$ cat src/sv/lbc_pkg.sv
// ----------------------------------------------------------------------------
// lbc_pkg: shared definitions for the multi-LED blink controller
// Sizes, command codes, table entry layout, result record and color palette.
// ----------------------------------------------------------------------------
`default_nettype none

package lbc_pkg;

  localparam int LED_COUNT = 8;
  localparam int IDX_W     = (LED_COUNT > 1) ? $clog2(LED_COUNT) : 1;

  // command codes
  localparam logic [2:0] ACT_TICK      = 3'd0;
  localparam logic [2:0] ACT_SET       = 3'd1;
  localparam logic [2:0] ACT_SET_ALL   = 3'd2;
  localparam logic [2:0] ACT_BLINK     = 3'd3;
  localparam logic [2:0] ACT_STOP      = 3'd4;
  localparam logic [2:0] ACT_BLINK_ALL = 3'd5;
  localparam logic [2:0] ACT_STOP_ALL  = 3'd6;

  // palette codes
  localparam logic [2:0] PAL_OFF    = 3'd0;
  localparam logic [2:0] PAL_GREEN  = 3'd1;
  localparam logic [2:0] PAL_RED    = 3'd2;
  localparam logic [2:0] PAL_BLUE   = 3'd3;
  localparam logic [2:0] PAL_ORANGE = 3'd4;
  localparam logic [2:0] PAL_WHITE  = 3'd5;
  localparam logic [2:0] PAL_PURPLE = 3'd6;
  localparam logic [2:0] PAL_YELLOW = 3'd7;

  typedef logic [IDX_W-1:0] idx_t;

  // one LED's blink record in the table memory
  typedef struct packed {
    logic        phase;
    logic [2:0]  on_code;
    logic [2:0]  off_code;
    logic [31:0] period;
    logic [31:0] last_time;
  } entry_t;

  // color update from the sequencer to the output stage
  typedef struct packed {
    logic       valid;
    logic [3:0] led;
    logic [2:0] code;
    logic       last;
  } res_t;

  typedef struct packed {
    logic [7:0] red;
    logic [7:0] green;
    logic [7:0] blue;
  } rgb_t;

  function automatic rgb_t pal_rgb(input logic [2:0] code);
    rgb_t c;
    case (code)
      PAL_OFF:    c = '{red: 8'd0,   green: 8'd0,   blue: 8'd0};
      PAL_GREEN:  c = '{red: 8'd0,   green: 8'd255, blue: 8'd0};
      PAL_RED:    c = '{red: 8'd255, green: 8'd0,   blue: 8'd0};
      PAL_BLUE:   c = '{red: 8'd0,   green: 8'd0,   blue: 8'd255};
      PAL_ORANGE: c = '{red: 8'd255, green: 8'd80,  blue: 8'd0};
      PAL_WHITE:  c = '{red: 8'd255, green: 8'd255, blue: 8'd255};
      PAL_PURPLE: c = '{red: 8'd150, green: 8'd0,   blue: 8'd150};
      default:    c = '{red: 8'd255, green: 8'd200, blue: 8'd0};
    endcase
    return c;
  endfunction

endpackage

`default_nettype wire

$ cat src/sv/lbc_ram.sv
// ----------------------------------------------------------------------------
// lbc_ram: LED blink table
// One write port, one read port, read data registered.
// ----------------------------------------------------------------------------
`default_nettype none

module lbc_ram (
  input  wire logic            clk,
  input  wire logic            we,
  input  wire lbc_pkg::idx_t   wr_addr,
  input  wire lbc_pkg::entry_t wr_data,
  input  wire lbc_pkg::idx_t   rd_addr,
  output lbc_pkg::entry_t      rd_data
);
  import lbc_pkg::*;

  entry_t mem [LED_COUNT];
  entry_t rd_data_r;

  // write port
  always_ff @(posedge clk) begin
    if (we) begin
      mem[wr_addr] <= wr_data;
    end
  end

  // registered read port
  always_ff @(posedge clk) begin
    rd_data_r <= mem[rd_addr];
  end

  assign rd_data = rd_data_r;

endmodule

`default_nettype wire

$ cat src/sv/lbc_ctrl.sv
// ----------------------------------------------------------------------------
// lbc_ctrl: command sequencer and blink walker
// Decodes commands, walks the LED table for ticks (read, then check and
// write back), and orders color updates so the final one carries last.
// ----------------------------------------------------------------------------
`default_nettype none

module lbc_ctrl (
  input  wire logic            clk,
  input  wire logic            rst_n,
  input  wire logic            start,
  input  wire logic [2:0]      in_action,
  input  wire logic [3:0]      in_led_index,
  input  wire logic [2:0]      in_color_on,
  input  wire logic [2:0]      in_color_off,
  input  wire logic [31:0]     in_interval_ms,
  output logic                 busy,
  output logic                 ram_we,
  output lbc_pkg::idx_t        ram_wr_addr,
  output lbc_pkg::entry_t      ram_wr_data,
  output lbc_pkg::idx_t        ram_rd_addr,
  input  wire lbc_pkg::entry_t ram_rd_data,
  output lbc_pkg::res_t        res
);
  import lbc_pkg::*;

  localparam logic [2:0] S_IDLE  = 3'd0;
  localparam logic [2:0] S_TRD   = 3'd1;
  localparam logic [2:0] S_TCHK  = 3'd2;
  localparam logic [2:0] S_ALL   = 3'd3;
  localparam logic [2:0] S_FLUSH = 3'd4;

  logic [2:0]           state_r, state_nxt;
  idx_t                 cnt_r, cnt_nxt;
  logic [2:0]           act_r, act_nxt;
  logic [2:0]           con_r, con_nxt;
  logic [2:0]           coff_r, coff_nxt;
  logic [31:0]          iv_r, iv_nxt;
  logic [31:0]          time_r, time_nxt;
  logic [LED_COUNT-1:0] active_r, active_nxt;
  res_t                 pend_r, pend_nxt;
  res_t                 res_r, res_nxt;

  logic       accept;
  logic       in_range;
  idx_t       in_idx;
  logic       push_en;
  logic [3:0] push_led;
  logic [2:0] push_code;
  logic [31:0] elapsed;
  logic       hit;
  logic       cnt_end;

  assign accept   = start && (state_r == S_IDLE);
  assign in_range = {1'b0, in_led_index} < 5'(LED_COUNT);
  assign in_idx   = in_led_index[IDX_W-1:0];
  assign cnt_end  = (cnt_r == IDX_W'(LED_COUNT - 1));

  // wrapped elapsed time against the LED's interval
  assign elapsed = time_r - ram_rd_data.last_time;
  assign hit     = active_r[cnt_r] && (elapsed >= ram_rd_data.period);

  assign busy = (state_r != S_IDLE);
  assign res  = res_r;

  // sequencer
  always_comb begin
    state_nxt   = state_r;
    cnt_nxt     = cnt_r;
    act_nxt     = act_r;
    con_nxt     = con_r;
    coff_nxt    = coff_r;
    iv_nxt      = iv_r;
    time_nxt    = time_r;
    active_nxt  = active_r;
    pend_nxt    = pend_r;
    res_nxt     = '0;
    ram_we      = 1'b0;
    ram_wr_addr = cnt_r;
    ram_wr_data = '{phase: 1'b1, on_code: con_r, off_code: coff_r,
                    period: iv_r, last_time: time_r};
    ram_rd_addr = cnt_r;
    push_en     = 1'b0;
    push_led    = 4'(cnt_r);
    push_code   = con_r;

    unique case (state_r)
      S_IDLE: begin
        if (accept) begin
          act_nxt  = in_action;
          con_nxt  = in_color_on;
          coff_nxt = in_color_off;
          iv_nxt   = in_interval_ms;
          cnt_nxt  = '0;
          unique case (in_action) inside
            ACT_TICK: begin
              time_nxt  = time_r + 32'd1;
              state_nxt = S_TRD;
            end
            ACT_SET, ACT_STOP: begin
              if (in_range) begin
                active_nxt[in_idx] = 1'b0;
                push_en   = 1'b1;
                push_led  = in_led_index;
                push_code = in_color_on;
                state_nxt = S_FLUSH;
              end
            end
            ACT_BLINK: begin
              if (in_range) begin
                active_nxt[in_idx] = 1'b1;
                ram_we      = 1'b1;
                ram_wr_addr = in_idx;
                ram_wr_data = '{phase: 1'b1, on_code: in_color_on,
                                off_code: in_color_off, period: in_interval_ms,
                                last_time: time_r};
                push_en   = 1'b1;
                push_led  = in_led_index;
                push_code = in_color_on;
                state_nxt = S_FLUSH;
              end
            end
            ACT_SET_ALL, ACT_BLINK_ALL, ACT_STOP_ALL: begin
              state_nxt = S_ALL;
            end
            default: begin
              state_nxt = S_IDLE;
            end
          endcase
        end
      end

      // issue the table read for LED cnt_r
      S_TRD: begin
        state_nxt = S_TCHK;
      end

      // check elapsed time, toggle and write back
      S_TCHK: begin
        if (hit) begin
          ram_we      = 1'b1;
          ram_wr_data = '{phase: ~ram_rd_data.phase,
                          on_code: ram_rd_data.on_code,
                          off_code: ram_rd_data.off_code,
                          period: ram_rd_data.period,
                          last_time: time_r};
          push_en   = 1'b1;
          push_code = ram_rd_data.phase ? ram_rd_data.off_code
                                        : ram_rd_data.on_code;
        end
        if (cnt_end) begin
          state_nxt = S_FLUSH;
        end else begin
          cnt_nxt   = cnt_r + IDX_W'(1);
          state_nxt = S_TRD;
        end
      end

      // all-LED commands, one LED per cycle
      S_ALL: begin
        active_nxt[cnt_r] = (act_r == ACT_BLINK_ALL);
        ram_we  = (act_r == ACT_BLINK_ALL);
        push_en = 1'b1;
        if (cnt_end) begin
          state_nxt = S_FLUSH;
        end else begin
          cnt_nxt = cnt_r + IDX_W'(1);
        end
      end

      // send the held update as the final one of the run
      S_FLUSH: begin
        if (pend_r.valid) begin
          res_nxt      = pend_r;
          res_nxt.last = 1'b1;
        end
        pend_nxt  = '0;
        state_nxt = S_IDLE;
      end

      default: begin
        state_nxt = S_IDLE;
      end
    endcase

    // one-deep hold: a new update releases the previous one as not last
    if (push_en) begin
      res_nxt      = pend_r;
      res_nxt.last = 1'b0;
      pend_nxt     = '{valid: 1'b1, led: push_led, code: push_code, last: 1'b0};
    end
  end

  always_ff @(posedge clk) begin
    if (!rst_n) begin
      state_r  <= S_IDLE;
      time_r   <= '0;
      active_r <= '0;
      pend_r   <= '0;
      res_r    <= '0;
    end else begin
      state_r  <= state_nxt;
      time_r   <= time_nxt;
      active_r <= active_nxt;
      pend_r   <= pend_nxt;
      res_r    <= res_nxt;
    end
  end

  always_ff @(posedge clk) begin
    cnt_r  <= cnt_nxt;
    act_r  <= act_nxt;
    con_r  <= con_nxt;
    coff_r <= coff_nxt;
    iv_r   <= iv_nxt;
  end

endmodule

`default_nettype wire

$ cat src/sv/multi_led_blink_controller_core.sv
// ----------------------------------------------------------------------------
// multi_led_blink_controller_core: status LED table with blinking
// Tick: accept, a table read and a check per LED, then flush; all-LED commands
// visit each LED in turn, then flush; single-LED ones accept, then flush;
// ignored ones end at accept. Busy is high for every cycle of an item but the
// accept cycle. No stall input: each update is held until the next one or the
// flush, and the flush sends the last of a run via the result and output registers.
// Synchronous active-low reset clears time, blink flags and the output strobe.
// ----------------------------------------------------------------------------
`default_nettype none

module multi_led_blink_controller_core (
  input  wire logic        clk,
  input  wire logic        rst_n,
  input  wire logic        start,
  output logic             busy,
  input  wire logic [2:0]  in_action,
  input  wire logic [3:0]  in_led_index,
  input  wire logic [2:0]  in_color_on,
  input  wire logic [2:0]  in_color_off,
  input  wire logic [31:0] in_interval_ms,
  output logic             out_valid,
  output logic [3:0]       out_led,
  output logic [7:0]       out_red,
  output logic [7:0]       out_green,
  output logic [7:0]       out_blue,
  output logic             out_last
);
  import lbc_pkg::*;

  logic   ram_we;
  idx_t   ram_wr_addr;
  entry_t ram_wr_data;
  idx_t   ram_rd_addr;
  entry_t ram_rd_data;
  res_t   res;
  rgb_t   rgb;

  logic       out_valid_r;
  logic [3:0] out_led_r;
  rgb_t       out_rgb_r;
  logic       out_last_r;

  lbc_ram u_ram (
    .clk     (clk),
    .we      (ram_we),
    .wr_addr (ram_wr_addr),
    .wr_data (ram_wr_data),
    .rd_addr (ram_rd_addr),
    .rd_data (ram_rd_data)
  );

  lbc_ctrl u_ctrl (
    .clk            (clk),
    .rst_n          (rst_n),
    .start          (start),
    .in_action      (in_action),
    .in_led_index   (in_led_index),
    .in_color_on    (in_color_on),
    .in_color_off   (in_color_off),
    .in_interval_ms (in_interval_ms),
    .busy           (busy),
    .ram_we         (ram_we),
    .ram_wr_addr    (ram_wr_addr),
    .ram_wr_data    (ram_wr_data),
    .ram_rd_addr    (ram_rd_addr),
    .ram_rd_data    (ram_rd_data),
    .res            (res)
  );

  // palette lookup
  assign rgb = pal_rgb(res.code);

  // output register: one transfer per strobe
  always_ff @(posedge clk) begin
    if (!rst_n) begin
      out_valid_r <= 1'b0;
    end else begin
      out_valid_r <= res.valid;
    end
  end

  always_ff @(posedge clk) begin
    out_led_r  <= res.led;
    out_rgb_r  <= rgb;
    out_last_r <= res.last;
  end

  assign out_valid = out_valid_r;
  assign out_led   = out_led_r;
  assign out_red   = out_rgb_r.red;
  assign out_green = out_rgb_r.green;
  assign out_blue  = out_rgb_r.blue;
  assign out_last  = out_last_r;

endmodule

`default_nettype wire

$ cat config.mk
export PLATFORM = sky130hd
export DESIGN_NAME = multi_led_blink_controller_core
export DESIGN_NICKNAME = d
export VERILOG_FILES = /design/src/sv/lbc_pkg.sv /design/src/sv/lbc_ram.sv /design/src/sv/lbc_ctrl.sv /design/src/sv/multi_led_blink_controller_core.sv
export SDC_FILE = /design/constraint.sdc
export NUM_CORES = 1
export LEC_CHECK = 0
export BUFFER_PORTS_ARGS = -buffer_cell sky130_fd_sc_hd__buf_2
export CORE_ASPECT_RATIO = 1.5
export CORE_MARGIN = 10
export CORE_UTILIZATION = 50
export CTS_BUF_LIST = sky130_fd_sc_hd__clkbuf_16
export CTS_CLUSTER_DIAMETER = 100
export DETAILED_ROUTE_END_ITERATION = 8
export PLACE_DENSITY_LB_ADDON = 0.2
export SLEW_MARGIN = 15
export SYNTH_ARGS = -nofsm -noshare
export SYNTH_HDL_FRONTEND = slang
export SYNTH_SLANG_ARGS = --single-unit
$ cat constraint.sdc
create_clock -name clk -period 10.44 [get_ports clk]
set_clock_uncertainty 0.2 [all_clocks]
set_input_delay 0 -clock clk [delete_from_list [all_inputs] [get_ports clk]]
set_output_delay 0 -clock clk [all_outputs]
set_load 0.03 [all_outputs]
==> summary.txt, run 1 <==
Worst endpoint required time - 10.47 ns
Hold buffers post-CTS - 91
Final setup vio count - 0
Clk root buf - clkbuf_16
Most instantiated cells after synthesis - edfxtp_1 (612), dfxtp_1 (144), nand2_1 (122)
Mapped Cells - 2014
Setup tns final - 0 ns
Worst Setup Start Kind - flip-flop
DIE AREA - 71000 µm²
Initial antenna violation count - 0
# DRC - 0
YS warnings - 0
Worst Max-Slew Pin Slew - 1.02 ns
Cell taking the most area after synthesis - edfxtp_1
CTS tree - yes
Final Cell Area - 34800 µm²
Met3 WL - 4.83 mm
Synthesis-stage register bit count - 756
P&R area growth vs syn - 15.0%
Number of flops mapped to enable cells by yosys - 612
WP data arrival - 7.31 ns
Post-DRT Antenna Nets - 0
Die Span X - 221 µm
Drt first pass iters - 6
Maximum root-to-sink buffer count - 3
First-pass GRT wire length - 119 mm
Outcome - complete, no violations
Power Density - 200 nW/µm²
Routed met2 length - 40.5 mm
Aggregate global routing overflow - 0
Synth cell types - 69
Worst slew margin - 31.9%
Final net count - 2306
Hpwl dp - 46.5 mm
Top FF cell, synth - edfxtp_1
Initial Util - 50.4%
Fill cells - 4696
Top cells by area, synth - edfxtp_1 (61%), dfxtp_1 (9.5%), mux4_2 (2.8%)
Vias in the first global route - 18600
Hold WC Path Type - flip-flop to flip-flop
Final hold violations - 0
Max VDD drop - 122 µV
Post-CTS Setup Inserts - 0
Core Area - 60000 µm²
Top Metal Used - met4
Max-cap violations - 0
Pin count of the biggest net entering global routing - 73
Syn nets - 2129
Post_cts resized - 0
Leakage - 12.2 nW
Num CTS Buffers - 71
Initial drt markers - 1763
Via count - 18400
Number of port buffers - 78
Worst-skew pair later-pin latency - 0.62 ns
Share of layout cells above drive strength 1 - 13.5%
Die H - 321 µm
Crit path time final - 7.28 ns
Crit Path Class - flip-flop to flip-flop
GRT Util Overall - 22.2%
Design Power - 6.96 mW
Placed Area - 31600 µm²
Row cnt - 110
Slew Viols, Final - 0
Clock Pin Slew Worst Setup and Hold Paths - 0.06 ns
N_diodes - 0
RSZ-0062 raised after global routing - false
Routability cong. - 0.960
CP max FO - 32
Via density - 6.06
I/O Pins - 79
Area fraction of the dominant cell type after synthesis - 60.7%
Post-Syn Area - 30300 µm²
Final cell count without fillers - 3032
Drt total wl - 80.1 mm
M1 WL - 31.3 mm
Sink Count - 756
H-tree Lvls - 3
Placed cells - 2811
Seq/Total Area, Yosys - 70.3%
Most frequent cell after synthesis - edfxtp_1
Post-synth ARST share - 0%
Period utilization - 69.7%
Avg WL per Cell - 26.4 µm
Max Fclk - 137 MHz
Endpoint type of the worst setup path - flip-flop
Post-Syn Area per Cell - 15.0 µm²
state kept, by name, summed over array words and instances, names as in the netlist:
name                count
out_blue                2
out_green               4
out_last                1
out_led                 4
out_red                 2
out_valid               1
u_ctrl.act_r            3
u_ctrl.active_r         8
u_ctrl.coff_r           3
u_ctrl.con_r            3
u_ctrl.iv_r            32
u_ctrl.pend_r           7
u_ctrl.ram_rd_addr      3
u_ctrl.res              9
u_ctrl.state_r          3
u_ctrl.time_r          32
u_ram.mem             568
u_ram.rd_data          71
stage by stage:
stage               hold slack [ns]  setup slack [ns]  util [%]
floorplan                    -0.101              2.15         -
global placement           -0.00532              3.32      52.7
detailed placement         -0.00434              3.31      52.7
CTS                           0.107              3.28      58.0
global route                  0.130              2.83      58.0
finish                        0.128              3.16      58.0
where the power goes:
group	total (mW)	internal, mW	switching, mW
Combinational	1.01	0.382	0.632
Clock	2.50	1.41	1.09
Sequential	3.44	3.38	0.0630
final timing paths:
path         slack, ns        startpoint  depth (start not counted)          endpoint
min               0.13     u_ctrl.res[7]                          0        out_led[3]
min reg2reg       0.13     u_ctrl.res[7]                          0        out_led[3]
max reg2reg       3.16  u_ctrl.time_r[0]                         24  u_ram.mem[2][16]
max               3.16  u_ctrl.time_r[0]                         24  u_ram.mem[2][16]
cell families after synthesis:
group | after synthesis | synth area share [%]
buf+inv | 188 | 2.67
xor+xnor | 56 | 1.62
compound gates | 463 | 11.4
flops | 756 | 70.3
fa+ha+maj | 67 | 2.80
other cells | 1 | 0.0124
mux | 116 | 5.52
simple gates | 367 | 5.70
cells in the final DEF (no fill, tap or decap), types with 24 or more instances in the layout:
master / count
mux4_2: 38
clkbuf_16: 74
o21ai_0: 60
buf_4: 39
dlygate4sd3_1: 91
a22oi_1: 56
nor2_1: 91
a21oi_1: 56
a221oi_1: 26
a221o_1: 26
mux2i_1: 52
nand3_1: 42
buf_2: 78
a22o_1: 60
edfxtp_1: 612
a21o_1: 72
dfxtp_1: 144
xnor2_1: 24
mux2_2: 26
ha_1: 66
nand2_1: 122
inv_1: 96
xor2_1: 32
final cells by class:
class                   instances  area (µm²)  area share (%)
flip-flops and latches        756       21300            61.1
repair buffers                210        1630            4.70
clock inverters                56         383            1.10
clock buffers                  74        1850            5.32
multi-input cells            1070        8370            24.1
inverters                      82         308           0.885
well taps                     784         981            2.82
per-layer routing:
layer,up-vias,global-route usage (%)
met4,0,9.96
li1,8155,-
met2,713,38.6
met3,175,3.32
met5,-,0
met1,9346,26.9
critical path, cell delays in order (launching register included):
cell	delay, ns
dfxtp_1	0.43
inv_1	0.10
ha_1	0.18
inv_1	0.06
fa_1	0.39
a21oi_1	0.19
o31ai_1	0.12
a211o_1	0.37
a311oi_1	0.45
a31oi_1	0.21
nand4_1	0.15
nand2_1	0.06
a21oi_1	0.19
xnor2_1	0.10
ha_1	0.28
nand4_1	0.13
or3_1	0.35
nor2_1	0.11
a21oi_1	0.11
a2111oi_4	0.71
nor3b_2	0.09
buf_4	0.24
o22ai_4	0.46
buf_4	0.60
buf_4	0.57
No activity file was read; power rests on OpenSTA's default activity.
==> run 2, diff against run 1 <==
ABC_AREA = 1   (was not set)
clock period = 7.1 ns   (was 10.44 ns; I/O delays follow)
==> run 2 against run 1 <==
Compared with the run above:
- routed wire length increased by 6.8%
- clock power increased by 47%
- first-iteration DRC count increased by 19%
- final cell count increased by 16%
- global-route usage increased by 1.3 points
- critical path depth decreased by 2
- die area increased by 1.4%
- clock-buffer cell count decreased by 2
- sequential power increased by 60%
- combinational power increased to 3.3 times the previous value
==> summary.txt, run 2 <==
Via count - 20500 (+12%)
Hold WC Path Type - input port to flip-flop
Area of the multi-input gates - 8120 µm² (-3.0%)
Placed Area - 32200 µm² (+1.8%)
Number of flops mapped to enable cells by yosys - 612 (unchanged)
Number of port buffers - 78 (unchanged)
Crit Path Class - flip-flop to flip-flop
Most frequent cell after synthesis - edfxtp_1
Post-synth ARST share - 0% (unchanged)
Worst-skew pair later-pin latency - 0.62 ns (about the same)
Post-DRT Antenna Nets - 0 (unchanged)
Most common cell after layout, fill and taps aside - edfxtp_1
RR Startpoint - u_ctrl.time_r[2]
Most instantiated cells after synthesis - edfxtp_1 (612), nand2_1 (378), inv_1 (233)
N_diodes - 0 (unchanged)
Via density - 5.86 (-3.3%)
Worst Setup Start Kind - flip-flop
Routed met2 length - 43.9 mm (+8.4%)
Avg WL per Cell - 24.4 µm (-7.5%)
Max VDD drop - 155 µV (+27%)
Slowest stage delay, CP - 0.79 ns (+0.08 ns)
Synth cell types - 56 (-19%)
Hold buffers post-CTS - 93 (+2.2%)
M1 WL - 34.1 mm (+9.1%)
Met3 WL - 5.50 mm (+14%)
Sink Count - 756 (unchanged)
GRT Util Overall - 23.5% (+1.3 points)
Final setup vio count - 0 (unchanged)
Pin count of the biggest net entering global routing - 72 (-1.4%)
Clk root buf - clkbuf_16
Setup tns final - 0 ns (unchanged)
DIE AREA - 72000 µm² (+1.4%)
Leakage - 12.7 nW (+4.2%)
Initial drt markers - 2104 (+19%)
Top Metal Used - met4
CP max FO - 22 (-31%)
Initial Util - 50.4% (about the same)
Vias in the first global route - 20900 (+12%)
Routability cong. - 0.929 (-3.2%)
H-tree Lvls - 3 (unchanged)
Final net count - 2772 (+20%)
Initial antenna violation count - 1 (+1)
Worst setup path end - u_ram.mem[1][14]
Syn nets - 2587 (+22%)
Synthesis-stage register bit count - 756 (unchanged)
WP data arrival - 6.03 ns (-1.28 ns)
Post-Syn Area - 30700 µm² (+1.5%)
Power Density - 353 nW/µm² (+77%)
Drt first pass iters - 5 (-1)
Top cells by area, synth - edfxtp_1 (60%), dfxtp_1 (9.4%), nand2_1 (4.6%)
Outcome - complete, no violations
YS warnings - 0 (unchanged)
Slew Viols, Final - 0 (unchanged)
R2R Setup Slk - 1.19 ns (-1.98 ns)
Share of layout cells above drive strength 1 - 10.3% (-3.2 points)
Worst endpoint required time - 7.21 ns (-3.26 ns)
Worst slew margin - 26.4% (-5.5 points)
CTS tree - yes
Area fraction of the dominant cell type after synthesis - 59.8% (-0.91 points)
Design Power - 12.5 mW (+80%)
Mapped Cells - 2472 (+23%)
Crit path time final - 5.91 ns (-1.36 ns)
Final cell count without fillers - 3503 (+16%)
Most frequent cells in the layout - edfxtp_1 (612), nand2_1 (378), inv_1 (252)
Aggregate global routing overflow - 0 (unchanged)
Max-cap violations - 0 (unchanged)
Hpwl dp - 51.5 mm (+11%)
RSZ-0062 raised after global routing - false
Slowest-stage cell, CP - nor2_4
Largest register FFs - 568 (unchanged)
Placed cells - 3283 (+17%)
Die H - 324 µm (+0.71%)
Row cnt - 111 (+0.91%)
Worst R2R End - u_ram.mem[1][14]
Num CTS Buffers - 70 (-1.4%)
Period utilization - 83.3% (+14 points)
Top FF cell, synth - edfxtp_1
Seq/Total Area, Yosys - 69.2% (-1.1 points)
Reg area - 21300 µm² (unchanged)
Worst Max-Slew Pin Slew - 1.10 ns (+0.0772 ns)
Max Fclk - 169 MHz (+23%)
Cell taking the most area after synthesis - edfxtp_1
Top cell by count, worst path - nand2_1
Post-CTS Setup Inserts - 0 (unchanged)
Drt total wl - 85.5 mm (+6.8%)
Setup crit start - u_ctrl.time_r[2]
Clock Pin Slew Worst Setup and Hold Paths - 0.07 ns (about the same)
Maximum root-to-sink buffer count - 3 (unchanged)
Endpoint type of the worst setup path - flip-flop
First-pass GRT wire length - 129 mm (+8.2%)
Fill cells - 4804 (+2.3%)
Critical path cell sequence - ha_1, a21oi_1, nand2_1, a21oi_1, o21bai_2, a21boi_0, o21ai_1, xor2_1, ha_1, nand2_1, nor2_1, nand3_1, nor2_1, nor2_1, nand2_1, nand2_1, nand2_1, nand3_4, nand3_1, nand2_1, nor2_4, buf_12
# DRC - 0 (unchanged)
Final hold violations - 0 (unchanged)
Worst-case reg-to-reg path depth - 22 (-8.3%)
Most flop-heavy register - u_ram.mem
Post-Syn Area per Cell - 12.4 µm² (-17%)
Die Span X - 222 µm (+0.69%)
Post_cts resized - 0 (unchanged)
Final Cell Area - 35400 µm² (+1.7%)
P&R area growth vs syn - 15.1%
Core Area - 61000 µm² (+1.6%)
I/O Pins - 79 (unchanged)
-- run 2: cell types whose count changed after synthesis, sizes merged, moves of 35 or more --
cell and delta:
a221oi +35, nand3 +44, mux4 -38, o21ai +47, inv +163, a21o -64, nand4 +63, o211ai +35
a21oi +62, mux2i -52, nor2 +51, nand2 +265
-- run 2: metrics by stage --
stage | util [%] | hold slack, ns | setup WS (ns)
after floorplan | - | -0.101 | 0.0963
after global placement | 52.8 | -0.00534 | 1.37
after detailed placement | 52.8 | -0.00491 | 1.19
after CTS | 58.0 | 0.00377 | 1.16
after global routing | 58.0 | 0.0182 | 0.689
final | 58.0 | 0.0291 | 1.19
-- run 2: logic make-up (layout without fill, tap and decap cells) --
kind of cell	count (synthesis)	in the layout	share of synthesized area, %
adder cells (fa/ha/maj)	67	67	2.75
flip-flops	756	756	69.2
other	1	1	0.0122
AND/OR/NAND/NOR	741	741	11.0
XOR/XNOR	40	40	1.14
buffers and inverters	350	590	4.61
AO/OA/AOI/OAI	517	517	11.3
-- run 2: worst max-delay path: cells and delay by family, from the launching register on --
family                   cells  cell delay [ns]
adder cells (fa/ha/maj)      2             0.68
AND/OR/NAND/NOR             13             2.48
AO/OA/AOI/OAI                5             1.16
buffers and inverters        1             0.28
flip-flops                   1             0.61
XOR/XNOR                     1             0.17
-- run 2: worst min-delay path by stage --
| stage | depth (start not counted) | from | endpoint | slack (ns) |
|---|---|---|---|---|
| final | 2 | in_interval_ms[1] | u_ctrl.iv_r[1] | 0.03 |
| after detailed placement | 1 | in_interval_ms[14] | u_ctrl.iv_r[14] | -0.005 |
| after global placement | 1 | in_interval_ms[31] | u_ctrl.iv_r[31] | -0.005 |
| after floorplan | 0 | in_action[0] | u_ctrl.act_r[0] | -0.10 |
| after global routing | 2 | in_interval_ms[1] | u_ctrl.iv_r[1] | 0.02 |
| after CTS | 2 | in_interval_ms[1] | u_ctrl.iv_r[1] | 0.004 |
-- run 2: cell type report --
class,instances,area share (%)
Clock buffer,72,5.09
Clock inverter,55,1.22
Inverter,248,2.64
Multi-Input combinational cell,1366,22.9
Sequential cell,756,60.1
Tap cell,791,2.80
Timing Repair Buffer,215,5.20
-- run 2: power breakdown --
part / switching (mW) / internal (mW)
Clock: 1.61 / 2.07
Combinational: 2.28 / 1.04
Sequential: 0.180 / 5.31
-- run 2: per-layer routing --
metal	vias to the layer above	GRT usage [%]
met5	-	0
met4	0	7.69
met3	124	3.04
met2	794	41.7
met1	10200	29.2
li1	9404	-
